$ cat config.mk
export PLATFORM = sky130hd
export DESIGN_NAME = sorted_timeout_timer_pool_core
export DESIGN_NICKNAME = d
export VERILOG_FILES = /design/src/hdl/sttp_pkg.sv /design/src/hdl/sttp_cell.sv /design/src/hdl/sorted_timeout_timer_pool_core.sv
export SDC_FILE = /design/constraint.sdc
export NUM_CORES = 2
export LEC_CHECK = 0
export ABC_AREA = 1
export BUFFER_PORTS_ARGS = -buffer_cell sky130_fd_sc_hd__buf_2
export CAP_MARGIN = 20
export CORE_MARGIN = 8
export CORE_UTILIZATION = 40
export CTS_BUF_LIST = sky130_fd_sc_hd__clkbuf_8
export DETAILED_ROUTE_END_ITERATION = 8
export HOLD_SLACK_MARGIN = 0.02
export SYNTH_ARGS = -nofsm -noshare
export SYNTH_HDL_FRONTEND = slang
export SYNTH_SLANG_ARGS = --single-unit
$ cat constraint.sdc
create_clock -name clk_i -period 6.9 [get_ports clk_i]
set_clock_uncertainty 0.05 [all_clocks]
set_input_delay 1.38 -clock clk_i [delete_from_list [all_inputs] [get_ports clk_i]]
set_output_delay 1.38 -clock clk_i [all_outputs]
set_load 0.01 [all_outputs]
$ cat src/hdl/sttp_pkg.sv
package sttp_pkg;

  localparam int NUM_TIMERS  = 16;
  localparam int TIMER_W     = $clog2(NUM_TIMERS);
  localparam int MAX_RESULTS = 16;
  localparam int EXP_CNT_W   = $clog2(MAX_RESULTS);

  typedef enum logic [2:0] {
    OP_ALLOC = 3'd0,
    OP_FREE  = 3'd1,
    OP_SET   = 3'd2,
    OP_START = 3'd3,
    OP_TICK  = 3'd4
  } op_e;

  typedef enum logic [1:0] {
    KIND_ALLOC   = 2'd0,
    KIND_NONE    = 2'd1,
    KIND_DONE    = 2'd2,
    KIND_EXPIRED = 2'd3
  } kind_e;

  typedef enum logic [1:0] {
    ST_FREE  = 2'd0,
    ST_ALLOC = 2'd1,
    ST_RUN   = 2'd2
  } status_e;

  // Command broadcast to every cell of the sorted row.
  typedef enum logic [2:0] {
    CELL_HOLD,
    CELL_MARK,
    CELL_STEP,
    CELL_INSERT,
    CELL_POP
  } cell_op_e;

  typedef struct packed {
    logic               vld;
    logic [TIMER_W-1:0] id;
    logic [31:0]        dl;
  } cell_t;

  typedef struct packed {
    cell_op_e           op;
    logic [TIMER_W-1:0] id;
    logic [31:0]        dl;
  } cell_cmd_t;

endpackage

$ cat src/hdl/sttp_cell.sv
// One slot of the deadline-ordered row. Valid slots are packed at the front.
module sttp_cell import sttp_pkg::*; (
  input  logic      clk_i,
  input  logic      rst_ni,
  input  cell_cmd_t cmd_i,
  input  cell_t     left_i,
  input  logic      left_ge_i,
  input  logic      left_hole_i,
  input  cell_t     right_i,
  output cell_t     cell_o,
  output logic      ge_o,
  output logic      hole_o
);

  logic               vld_q, vld_d;
  logic               hole_q, hole_d;
  logic [TIMER_W-1:0] id_q, id_d;
  logic [31:0]        dl_q, dl_d;

  // New deadline goes at or before this slot (ahead of equal deadlines)
  assign ge_o = !vld_q || (cmd_i.dl <= dl_q);

  always_comb begin
    vld_d  = vld_q;
    hole_d = hole_q;
    id_d   = id_q;
    dl_d   = dl_q;
    case (cmd_i.op)
      CELL_MARK: begin
        hole_d = vld_q && (id_q == cmd_i.id);
      end
      CELL_STEP: begin
        // hole walks toward the tail, pulling entries forward
        if (hole_q) begin
          vld_d  = right_i.vld;
          id_d   = right_i.id;
          dl_d   = right_i.dl;
          hole_d = 1'b0;
        end else if (left_hole_i && vld_q) begin
          hole_d = 1'b1;
        end
      end
      CELL_INSERT: begin
        if (ge_o) begin
          if (left_ge_i) begin
            vld_d = left_i.vld;
            id_d  = left_i.id;
            dl_d  = left_i.dl;
          end else begin
            vld_d = 1'b1;
            id_d  = cmd_i.id;
            dl_d  = cmd_i.dl;
          end
        end
      end
      CELL_POP: begin
        vld_d = right_i.vld;
        id_d  = right_i.id;
        dl_d  = right_i.dl;
      end
      default: ;
    endcase
  end

  always_ff @(posedge clk_i or negedge rst_ni) begin
    if (!rst_ni) begin
      vld_q  <= 1'b0;
      hole_q <= 1'b0;
    end else begin
      vld_q  <= vld_d;
      hole_q <= hole_d;
    end
  end

  always_ff @(posedge clk_i) begin
    id_q <= id_d;
    dl_q <= dl_d;
  end

  assign cell_o = '{vld: vld_q, id: id_q, dl: dl_q};
  assign hole_o = hole_q;

endmodule

$ cat src/hdl/sorted_timeout_timer_pool_core.sv
// Pool of one-shot timers sharing a 32-bit tick counter advanced by each tick operation.
// Input channel (in_valid_i/in_ready_o) carries one operation per transfer:
// allocate, free, set payload, start or tick. Output channel
// (out_valid_o/out_ready_i) returns result transfers; last_o marks the
// final result of an operation. One operation is in flight at a time:
// in_ready_o is high only while the controller is idle.
// Steps from input transfer to first result in the output register:
//   allocate, set payload, unknown op, idle free: S_EXEC, S_RESP.
//   start of a non-running timer: S_EXEC, S_INSERT, S_RESP.
//   free or restart of a running timer: S_EXEC, S_STEP while the hole
//   walks one cell per cycle down the sorted row, S_INSERT (restart), S_RESP.
//   tick: S_EXEC, then S_EXPIRE sends one expired timer per cycle through
//   the output register while the receiver keeps up, up to MAX_RESULTS per tick.
// The next input is taken the cycle after the last result is loaded, even
// while that result still waits for the receiver. A stalled receiver holds
// the output register and freezes the expiry walk.
// Reset clears the counter, marks all timers free and empties the row.
module sorted_timeout_timer_pool_core import sttp_pkg::*; (
  input  logic        clk_i,
  input  logic        rst_ni,
  input  logic        in_valid_i,
  output logic        in_ready_o,
  input  logic [2:0]  op_i,
  input  logic [3:0]  timer_index_i,
  input  logic [31:0] delay_ticks_i,
  input  logic [31:0] payload_i,
  output logic        out_valid_o,
  input  logic        out_ready_i,
  output logic [1:0]  kind_o,
  output logic [3:0]  timer_id_o,
  output logic [31:0] expired_data_o,
  output logic        last_o
);

  // controller states
  localparam logic [2:0] S_IDLE   = 3'd0;
  localparam logic [2:0] S_EXEC   = 3'd1;
  localparam logic [2:0] S_STEP   = 3'd2;
  localparam logic [2:0] S_INSERT = 3'd3;
  localparam logic [2:0] S_EXPIRE = 3'd4;
  localparam logic [2:0] S_RESP   = 3'd5;

  logic [2:0] state_q, state_d;

  // operation held for the whole walk
  logic [2:0]         op_q;
  logic [TIMER_W-1:0] tid_q;
  logic               in_pool_q;
  logic [31:0]        dl_q;
  logic [31:0]        data_q;

  logic [31:0]          tick_q, tick_d;
  logic [TIMER_W-1:0]   step_q, step_d;
  logic [EXP_CNT_W-1:0] exp_cnt_q, exp_cnt_d;
  kind_e                resp_kind_q, resp_kind_d;
  logic [3:0]           resp_id_q, resp_id_d;

  status_e     status_q [NUM_TIMERS];
  logic [31:0] payload_q [NUM_TIMERS];

  logic               st_we;
  logic [TIMER_W-1:0] st_idx;
  status_e            st_val;
  logic               pl_we;

  // output register
  logic        out_valid_q;
  kind_e       out_kind_q, out_kind_d;
  logic [3:0]  out_id_q, out_id_d;
  logic [31:0] out_data_q, out_data_d;
  logic        out_last_q, out_last_d;
  logic        out_load, out_free;

  // sorted row
  cell_cmd_t cmd;
  cell_t     cells [NUM_TIMERS];
  logic      ge    [NUM_TIMERS];
  logic      hole  [NUM_TIMERS];

  logic               accept;
  logic               alloc_found;
  logic [TIMER_W-1:0] alloc_sel;
  logic               head_exp, next_exp;

  assign in_ready_o = (state_q == S_IDLE);
  assign accept     = in_valid_i && in_ready_o;
  assign out_free   = !out_valid_q || out_ready_i;

  // lowest free timer
  always_comb begin
    alloc_found = 1'b0;
    alloc_sel   = '0;
    for (int i = NUM_TIMERS - 1; i >= 0; i--) begin
      if (status_q[i] == ST_FREE) begin
        alloc_found = 1'b1;
        alloc_sel   = TIMER_W'(i);
      end
    end
  end

  // head expires now; does the one behind it expire as well
  assign head_exp = cells[0].vld && (cells[0].dl <= tick_q);
  assign next_exp = cells[1].vld && (cells[1].dl <= tick_q);

  generate
    for (genvar k = 0; k < NUM_TIMERS; k++) begin : g_cell
      cell_t left_c, right_c;
      logic  left_ge, left_hole;
      if (k == 0) begin : g_first
        assign left_c    = '0;
        assign left_ge   = 1'b0;
        assign left_hole = 1'b0;
      end else begin : g_mid
        assign left_c    = cells[k-1];
        assign left_ge   = ge[k-1];
        assign left_hole = hole[k-1];
      end
      if (k == NUM_TIMERS - 1) begin : g_last
        assign right_c = '0;
      end else begin : g_body
        assign right_c = cells[k+1];
      end
      sttp_cell u_cell (
        .clk_i       (clk_i),
        .rst_ni      (rst_ni),
        .cmd_i       (cmd),
        .left_i      (left_c),
        .left_ge_i   (left_ge),
        .left_hole_i (left_hole),
        .right_i     (right_c),
        .cell_o      (cells[k]),
        .ge_o        (ge[k]),
        .hole_o      (hole[k])
      );
    end
  endgenerate

  // controller
  always_comb begin
    state_d     = state_q;
    tick_d      = tick_q;
    step_d      = step_q;
    exp_cnt_d   = exp_cnt_q;
    resp_kind_d = resp_kind_q;
    resp_id_d   = resp_id_q;
    st_we       = 1'b0;
    st_idx      = tid_q;
    st_val      = ST_FREE;
    pl_we       = 1'b0;
    cmd         = '{op: CELL_HOLD, id: tid_q, dl: dl_q};
    out_load    = 1'b0;
    out_kind_d  = KIND_DONE;
    out_id_d    = 4'd0;
    out_data_d  = 32'd0;
    out_last_d  = 1'b1;

    case (state_q)
      S_IDLE: begin
        if (accept) begin
          state_d = S_EXEC;
        end
      end
      S_EXEC: begin
        resp_kind_d = KIND_DONE;
        resp_id_d   = 4'd0;
        state_d     = S_RESP;
        case (op_q)
          OP_ALLOC: begin
            if (alloc_found) begin
              st_we       = 1'b1;
              st_idx      = alloc_sel;
              st_val      = ST_ALLOC;
              resp_kind_d = KIND_ALLOC;
              resp_id_d   = 4'(alloc_sel);
            end else begin
              resp_kind_d = KIND_NONE;
            end
          end
          OP_FREE, OP_START: begin
            if (in_pool_q) begin
              if (status_q[tid_q] == ST_RUN) begin
                cmd.op  = CELL_MARK;
                step_d  = '0;
                state_d = S_STEP;
              end else if (op_q == OP_START) begin
                state_d = S_INSERT;
              end else begin
                st_we = 1'b1;
              end
            end
          end
          OP_SET: begin
            pl_we = in_pool_q;
          end
          OP_TICK: begin
            tick_d    = tick_q + 32'd1;
            exp_cnt_d = '0;
            state_d   = S_EXPIRE;
          end
          default: ;
        endcase
      end
      S_STEP: begin
        cmd.op = CELL_STEP;
        step_d = step_q + 1'b1;
        if (step_q == TIMER_W'(NUM_TIMERS - 1)) begin
          if (op_q == OP_START) begin
            state_d = S_INSERT;
          end else begin
            st_we   = 1'b1;
            state_d = S_RESP;
          end
        end
      end
      S_INSERT: begin
        cmd.op  = CELL_INSERT;
        st_we   = 1'b1;
        st_val  = ST_RUN;
        state_d = S_RESP;
      end
      S_EXPIRE: begin
        if (out_free) begin
          out_load = 1'b1;
          if (head_exp) begin
            cmd.op     = CELL_POP;
            st_we      = 1'b1;
            st_idx     = cells[0].id;
            st_val     = ST_ALLOC;
            out_kind_d = KIND_EXPIRED;
            out_id_d   = 4'(cells[0].id);
            out_data_d = payload_q[cells[0].id];
            out_last_d = !next_exp || (exp_cnt_q == EXP_CNT_W'(MAX_RESULTS - 1));
            exp_cnt_d  = exp_cnt_q + 1'b1;
            if (out_last_d) begin
              state_d = S_IDLE;
            end
          end else begin
            // nothing due on this tick
            state_d = S_IDLE;
          end
        end
      end
      S_RESP: begin
        if (out_free) begin
          out_load   = 1'b1;
          out_kind_d = resp_kind_q;
          out_id_d   = resp_id_q;
          state_d    = S_IDLE;
        end
      end
      default: begin
        state_d = S_IDLE;
      end
    endcase
  end

  always_ff @(posedge clk_i or negedge rst_ni) begin
    if (!rst_ni) begin
      state_q     <= S_IDLE;
      tick_q      <= 32'd0;
      out_valid_q <= 1'b0;
      for (int i = 0; i < NUM_TIMERS; i++) begin
        status_q[i] <= ST_FREE;
      end
    end else begin
      state_q <= state_d;
      tick_q  <= tick_d;
      if (out_load) begin
        out_valid_q <= 1'b1;
      end else if (out_ready_i) begin
        out_valid_q <= 1'b0;
      end
      if (st_we) begin
        status_q[st_idx] <= st_val;
      end
    end
  end

  always_ff @(posedge clk_i) begin
    if (accept) begin
      op_q      <= op_i;
      tid_q     <= TIMER_W'(timer_index_i);
      in_pool_q <= (32'(timer_index_i) < 32'(NUM_TIMERS));
      dl_q      <= tick_q + delay_ticks_i;
      data_q    <= payload_i;
    end
    step_q      <= step_d;
    exp_cnt_q   <= exp_cnt_d;
    resp_kind_q <= resp_kind_d;
    resp_id_q   <= resp_id_d;
    if (pl_we) begin
      payload_q[tid_q] <= data_q;
    end
    if (out_load) begin
      out_kind_q <= out_kind_d;
      out_id_q   <= out_id_d;
      out_data_q <= out_data_d;
      out_last_q <= out_last_d;
    end
  end

  assign out_valid_o    = out_valid_q;
  assign kind_o         = out_kind_q;
  assign timer_id_o     = out_id_q;
  assign expired_data_o = out_data_q;
  assign last_o         = out_last_q;

endmodule

[Word level (Yosys, flattened, before mapping)]
Memories as Yosys holds them, arrays and structs flattened. A register that Yosys moved wholly into a read port is not among the register bits.
Index checks and enable logic that the tools add are counted.
Operators by class
  $add $sub $neg: 4
  magnitude comparators: 21
  equal/unequal tests: 73
  multiplexer cells: 330
  bitwise gates (word level): 2
  reductions and logical operators: 119
Operators with widths (count)
  $pmux W32 S3: 16
  $mux W32: 47
  $le A32 B32 Y1: 18
  $mux W4: 75
  $pmux W4 S3: 16
  $mux W1: 116
  $ne A2 B1 Y1 const B: 33
  $eq A4 B4 Y1: 16
  $reduce_and A3 Y1: 18
  $pmux W1 S3: 16
  $logic_and A1 B1 Y1: 35
  $pmux W1 S2: 17
  $add A32 B1 Y32 const B: 1
  $add A32 B32 Y32: 1
  $bwmux W32: 1
  $logic_not A2 Y1: 16
  $pmux W4 S2: 4
  $mux W3: 10
  $logic_not A1 Y1: 19
  $eq A3 B2 Y1 const B: 6
  $logic_or A1 B1 Y1: 18
  $pmux W3 S6: 1
  $ne A2 B2 Y1 const B: 7
  $eq A3 B3 Y1 const B: 4
  23 further kinds: 38
Word-level totals
  register bits after elaboration: 768
  bits in writable memories: 512
  input port bits: 75
  output and inout port bits: 41
  memories kept: 1
Memory list
  payload_q: words 16, bits a word 32, rd ports 1, clocked after memory_dff 1, wr ports 1, line sorted_timeout_timer_pool_core.sv:59  | logic [31:0] payload_q [NUM_TIMERS];

[Depth between registers and ports, before layout]
  word-level depth: 26
  depth in mapped cells: 25
  depth with buffers taken out: 24

[Modules after synthesis]
A second synthesis with hierarchy kept.
Second synthesis, totals
  cell total of the unflattened synthesis: 8445
  area, all modules: 77226.6 µm²
By module, submodules not included
  sttp_cell (g_cell[0].u_cell ...): times used 12, cells each 366, area each 2895.3 µm², seq. area each 1131.1 µm²
  sorted_timeout_timer_pool_core: times used 1, cells each 2589, area each 30942.2 µm², seq. area each 20799.9 µm²
  sttp_cell (g_cell[6].u_cell ...): times used 4, cells each 366, area each 2885.3 µm², seq. area each 1131.1 µm²

[Least setup slack after synthesis]
Ideal clock, no wire load.
  path type: input-to-reg
  from: input port in_valid_i
  to: register data_q[0] (enable)
  setup time: 500 ps
  data arrival time: 4376 ps
  required time: 6350 ps
  setup slack: 1974 ps
  cell stages on the path: 2
  path buffers: 0
  cells stage by stage: inv_1 -> nor2_1
Between the ends
  cells in the longest elaborated chain, start to end: 1
RTL lines
  from (decl): line sorted_timeout_timer_pool_core.sv:21  | input logic in_valid_i,
  $logic_and A1 B1 Y1: line sorted_timeout_timer_pool_core.sv:86  | assign accept = in_valid_i && in_ready_o;
  named net accept: line sorted_timeout_timer_pool_core.sv:80  | logic accept;
  to (signal assigned): line sorted_timeout_timer_pool_core.sv:285  | data_q <= payload_i;
  to (decl): line sorted_timeout_timer_pool_core.sv:50  | logic [31:0] data_q;
The timed path passes the listed nets, and every way through them passes these cells.
A chain may end at the register's enable or synchronous reset.

[Worst setup path in the final report]
  from: register tick_q[31]
  to: register status_q[11] in the netlist's numbering
Between the ends
  cells in the longest elaborated chain, start to end: 11
  elaborated cells on any way between the ends: 15
  classes of those cells: order compare (3); mux (9); bitwise (1); reduce/logical (2)
RTL lines
  from (decl): line sorted_timeout_timer_pool_core.sv:52  | logic [31:0] tick_q, tick_d;
  from (signal assigned): line sorted_timeout_timer_pool_core.sv:267  | tick_q <= tick_d;
  $le A32 B32 Y1 *: line sorted_timeout_timer_pool_core.sv:102  | assign head_exp = cells[0].vld && (cells[0].dl <= tick_q);
  $logic_and A1 B1 Y1 *: line sorted_timeout_timer_pool_core.sv:102
  $mux W4: line sorted_timeout_timer_pool_core.sv:224  | if (head_exp) begin
  $mux W4: line sorted_timeout_timer_pool_core.sv:222  | if (out_free) begin
  $pmux W4 S2: line sorted_timeout_timer_pool_core.sv:157  | case (state_q)
  $not A4 Y5 (implied by the code): line sorted_timeout_timer_pool_core.sv:274  | status_q[st_idx] <= st_val;
  $ge A5 B5 Y1 (implied by the code) or $lt A5 B1 Y1 (tied branches): line sorted_timeout_timer_pool_core.sv:274
  $logic_and A1 B1 Y1 (implied by the code): line sorted_timeout_timer_pool_core.sv:274
  $mux W2 (implied by the code): line sorted_timeout_timer_pool_core.sv:274
  $demux W2 S4: line sorted_timeout_timer_pool_core.sv:274
  $bwmux W32: line sorted_timeout_timer_pool_core.sv:274
  to (signal, indexed assignment): line sorted_timeout_timer_pool_core.sv:274
  to (decl): line sorted_timeout_timer_pool_core.sv:58  | status_e status_q [NUM_TIMERS];
Every way passes the cells marked *; elsewhere a longest branch is shown, timed or not.

==> impl_metrics.toml <==
[global_route]
track_usage_pct = 21.4
grt_first_pass_wirelength_um = 337000
grt_pass1_vias = 57300
antenna_found_initial = 9
grt_start_max_net_pins = 244
overflow = 0

[cts]
cts_resized = 0
postCtsHoldBufs = 0
post_cts_buffers = 0
path_clk_slew_ns = 0.07
h-tree-depth = 4
ctsLongestPathBuffers = 3
clock_latency_ns = 1.00
cts_tree = "built"
clock_sinks = 1312
cts_made_buffers = 225
clockRootBuffer = "clkbuf_8"

[sta]
relSlewSlack_pct = 16.5
fmax_ghz = 0.192
final_hold_viol_count = 0
timing.hold.ws_ns = 0.316
finalSetupViolCount = 0
worstMarginPinSlew_ns = 1.25
rsz0062_at_grt = "no"
finalSetupTns_ns = 0
period_needed_ns = 5.20
final.setup.worst_slack_ns = 1.70
slew_violations = 0
period_share_pct = 75.4

[cells_and_area]
area_growth_pct = 10.6
n_fill_cell = 17300
layout_commonest_cell = "o21ai_0"
final_layout_size_suffix_gt1_share_pct = 8.50
mostFrequentLayoutCells = "o21ai_0, edfxtp_1, inv_1, a21oi_1, nand2_1"
nNetsFinal = 8301

[placement]
io_buffers = 115
post-place-ws_ns = 1.36
gp_congestion = 0.884
hpwl_um = 145000

[drt]
wl_per_cell_um = 21.3
drc = 0
wl_um = 219000
vias_per_cell = 5.63
first_pass_iters = 8
vias = 57900
ant_nets = 0
drt-initial-drc-count = 4869

[critical_path]
r2r_end = "status_q[11]$_DFFE_PN0P_"
critPathMaxFanout = 29
worst-path-stages = 18
critPathLaunch = "tick_q[31]$_DFFE_PN0P_"
crit_type = "reg -> reg"
cp_top_family = "simple AND/OR/NAND/NOR gates"
cp.arrival_ns = 6.03
reg2reg_slack_ns = 1.70
critPathRequiredTime_ns = 7.73
ff2ff_path_depth = 18
slowest_stage = "nand2_1"
crit_top_cell = "nand2_1"
critPathMaxStageDelay_ns = 0.78
critPathCaptureType = "register"
cp_num_buf_inv = 3
r2r_start = "tick_q[31]$_DFFE_PN0P_"
cp_cell_sequence = "inv_1 -> ha_1 -> nand2_1 -> nor2_2 -> nand2_1 -> nor2_1 -> nand4_1 -> nand2_2 -> nand4_4 -> buf_4 -> nand2_2 -> inv_2 -> nand2_1 -> nand3_1 -> nor2_2 -> nand2_1 -> nand2_1 -> nand2_1"
critPathLaunchType = "register"

[logic_synthesis]
synthCells = 7560
syn_area_per_cell_um2 = 9.73
synth_async_sr_flop_share_pct = 7.62
synth_edf_count = 1212
ys_seq_elements = 1312
ys_types = 66
synth_area_leader_cell = "edfxtp_1"
syn_nets = 8246
syn_area_mm2 = 0.0736
dominantRegCellSynth = "edfxtp_1"
synth_area_leaders = "edfxtp_1, ha_1, o21ai_0"
synth_warnings = 0
ys_seq_area_share_pct = 52.9
synth_top_area_share_pct = 49.5

[power_and_ir_drop]
total_power_mw = 23.3
powerDensity_mw_per_mm2 = 287
peakVddDrop_mv = 0.169
p_leak_nw = 31.8

[outcome]
outcome = "completed"

[floorplan]
rows = 157
die-height_um = 445
io_pins = 116
start_util_pct = 40.2
dieWidth_um = 445
die_area_mm2 = 0.198
coreArea_mm2 = 0.183

[hold_path]
min-delay-path-class = "in -> async"

[run]
maxCapViolCount = 0
## cells by family after synthesis
family,after synthesis,synth area share (%)
AOI/OAI and AO/OA,2629,19.1
DFF,1312,52.9
buffers and inverters,1252,6.55
xor gates and xnor gates,91,1.08
adders and majority gates,611,10.4
and+or+nand+nor,1665,9.97
## power breakdown
group | internal, mW | switching [mW] | total [mW]
clock network | 3.37 | 3.42 | 6.79
registers | 9.84 | 0.602 | 10.4
logic | 1.73 | 4.37 | 6.10
total | 14.9 | 8.40 | 23.3
## state kept, by name (all words and copies together), names as in the netlist
| signal | flops |
|---|---|
| g_cell.u_cell.hole_o | 16 |
| step_q | 4 |
| g_cell.u_cell.vld_q | 16 |
| resp_id_q | 4 |
| payload_q | 512 |
| tick_q | 32 |
| expired_data_o | 32 |
| tid_q | 4 |
| last_o | 1 |
| out_valid_o | 1 |
| op_q | 3 |
| state_q | 3 |
| data_q | 32 |
| dl_q | 32 |
| exp_cnt_q | 4 |
| resp_kind_q | 2 |
| timer_id_o | 4 |
| g_cell.u_cell.id_q | 64 |
| g_cell.u_cell.dl_q | 512 |
| kind_o | 2 |
| status_q | 32 |
## per-stage QoR
stage	instance area, um^2	cells	utilization, %
global route	81400	10300	44.5
floorplan	73600	7560	-
global placement	76800	9837	42.0
detailed placement	76900	9841	42.1
CTS	81200	10300	44.4
finish	81400	10300	44.5
## cell usage after synthesis, types with 16 or more instances
master / n
nand2_1: 760
o21ai_0: 1434
ha_1: 610
o221ai_1: 98
buf_2: 32
a22oi_1: 16
nor3_1: 45
buf_1: 41
nor4_1: 53
o21a_1: 22
o211ai_1: 70
o21ai_1: 19
dfrtp_1: 100
a21oi_1: 843
o22ai_1: 45
nand3_1: 139
nand4_1: 106
a211oi_1: 22
inv_1: 822
xor2_1: 80
edfxtp_1: 1212
clkbuf_1: 328
nor2_1: 479
a31oi_1: 23
## worst max path at each step
| stage | endpoint | slack (ns) |
|---|---|---|
| 6_report | status_q[11]$_DFFE_PN0P_ | 1.70 |
| 5_1_grt | status_q[3]$_DFFE_PN0P_ | 1.37 |
| 4_1_cts | g_cell[6].u_cell.dl_q[28]$_DFFE_PP_ | 1.30 |
| 3_5_place_dp | g_cell[6].u_cell.dl_q[4]$_DFFE_PP_ | 1.36 |
| 3_3_place_gp | g_cell[4].u_cell.dl_q[5]$_DFFE_PP_ | 1.39 |
| 2_1_floorplan | data_q[0]$_DFFE_PP_ | 1.97 |
## final cells by class
cell class	count	area [um^2]	area share (%)
Sequential cell	1312	38900	47.8
Multi-Input combinational cell	4996	30200	37.1
Clock buffer	234	3220	3.96
Inverter	840	3180	3.91
Tap cell	2464	3080	3.79
Timing Repair Buffer	240	1790	2.20
Clock inverter	186	1040	1.28
Antenna cell	2	5.00	0.00615
## layer usage
metal / global-route usage [%] / vias to the layer above / routed length [um]
li1: - / 27300 / -
met1: 28.0 / 28300 / 94300
met2: 36.4 / 1852 / 106000
met3: 3.15 / 430 / 12800
met4: 6.90 / 6 / 6130
met5: 0 / - / 47
Note: power is estimated with default switching activity, not from simulation.
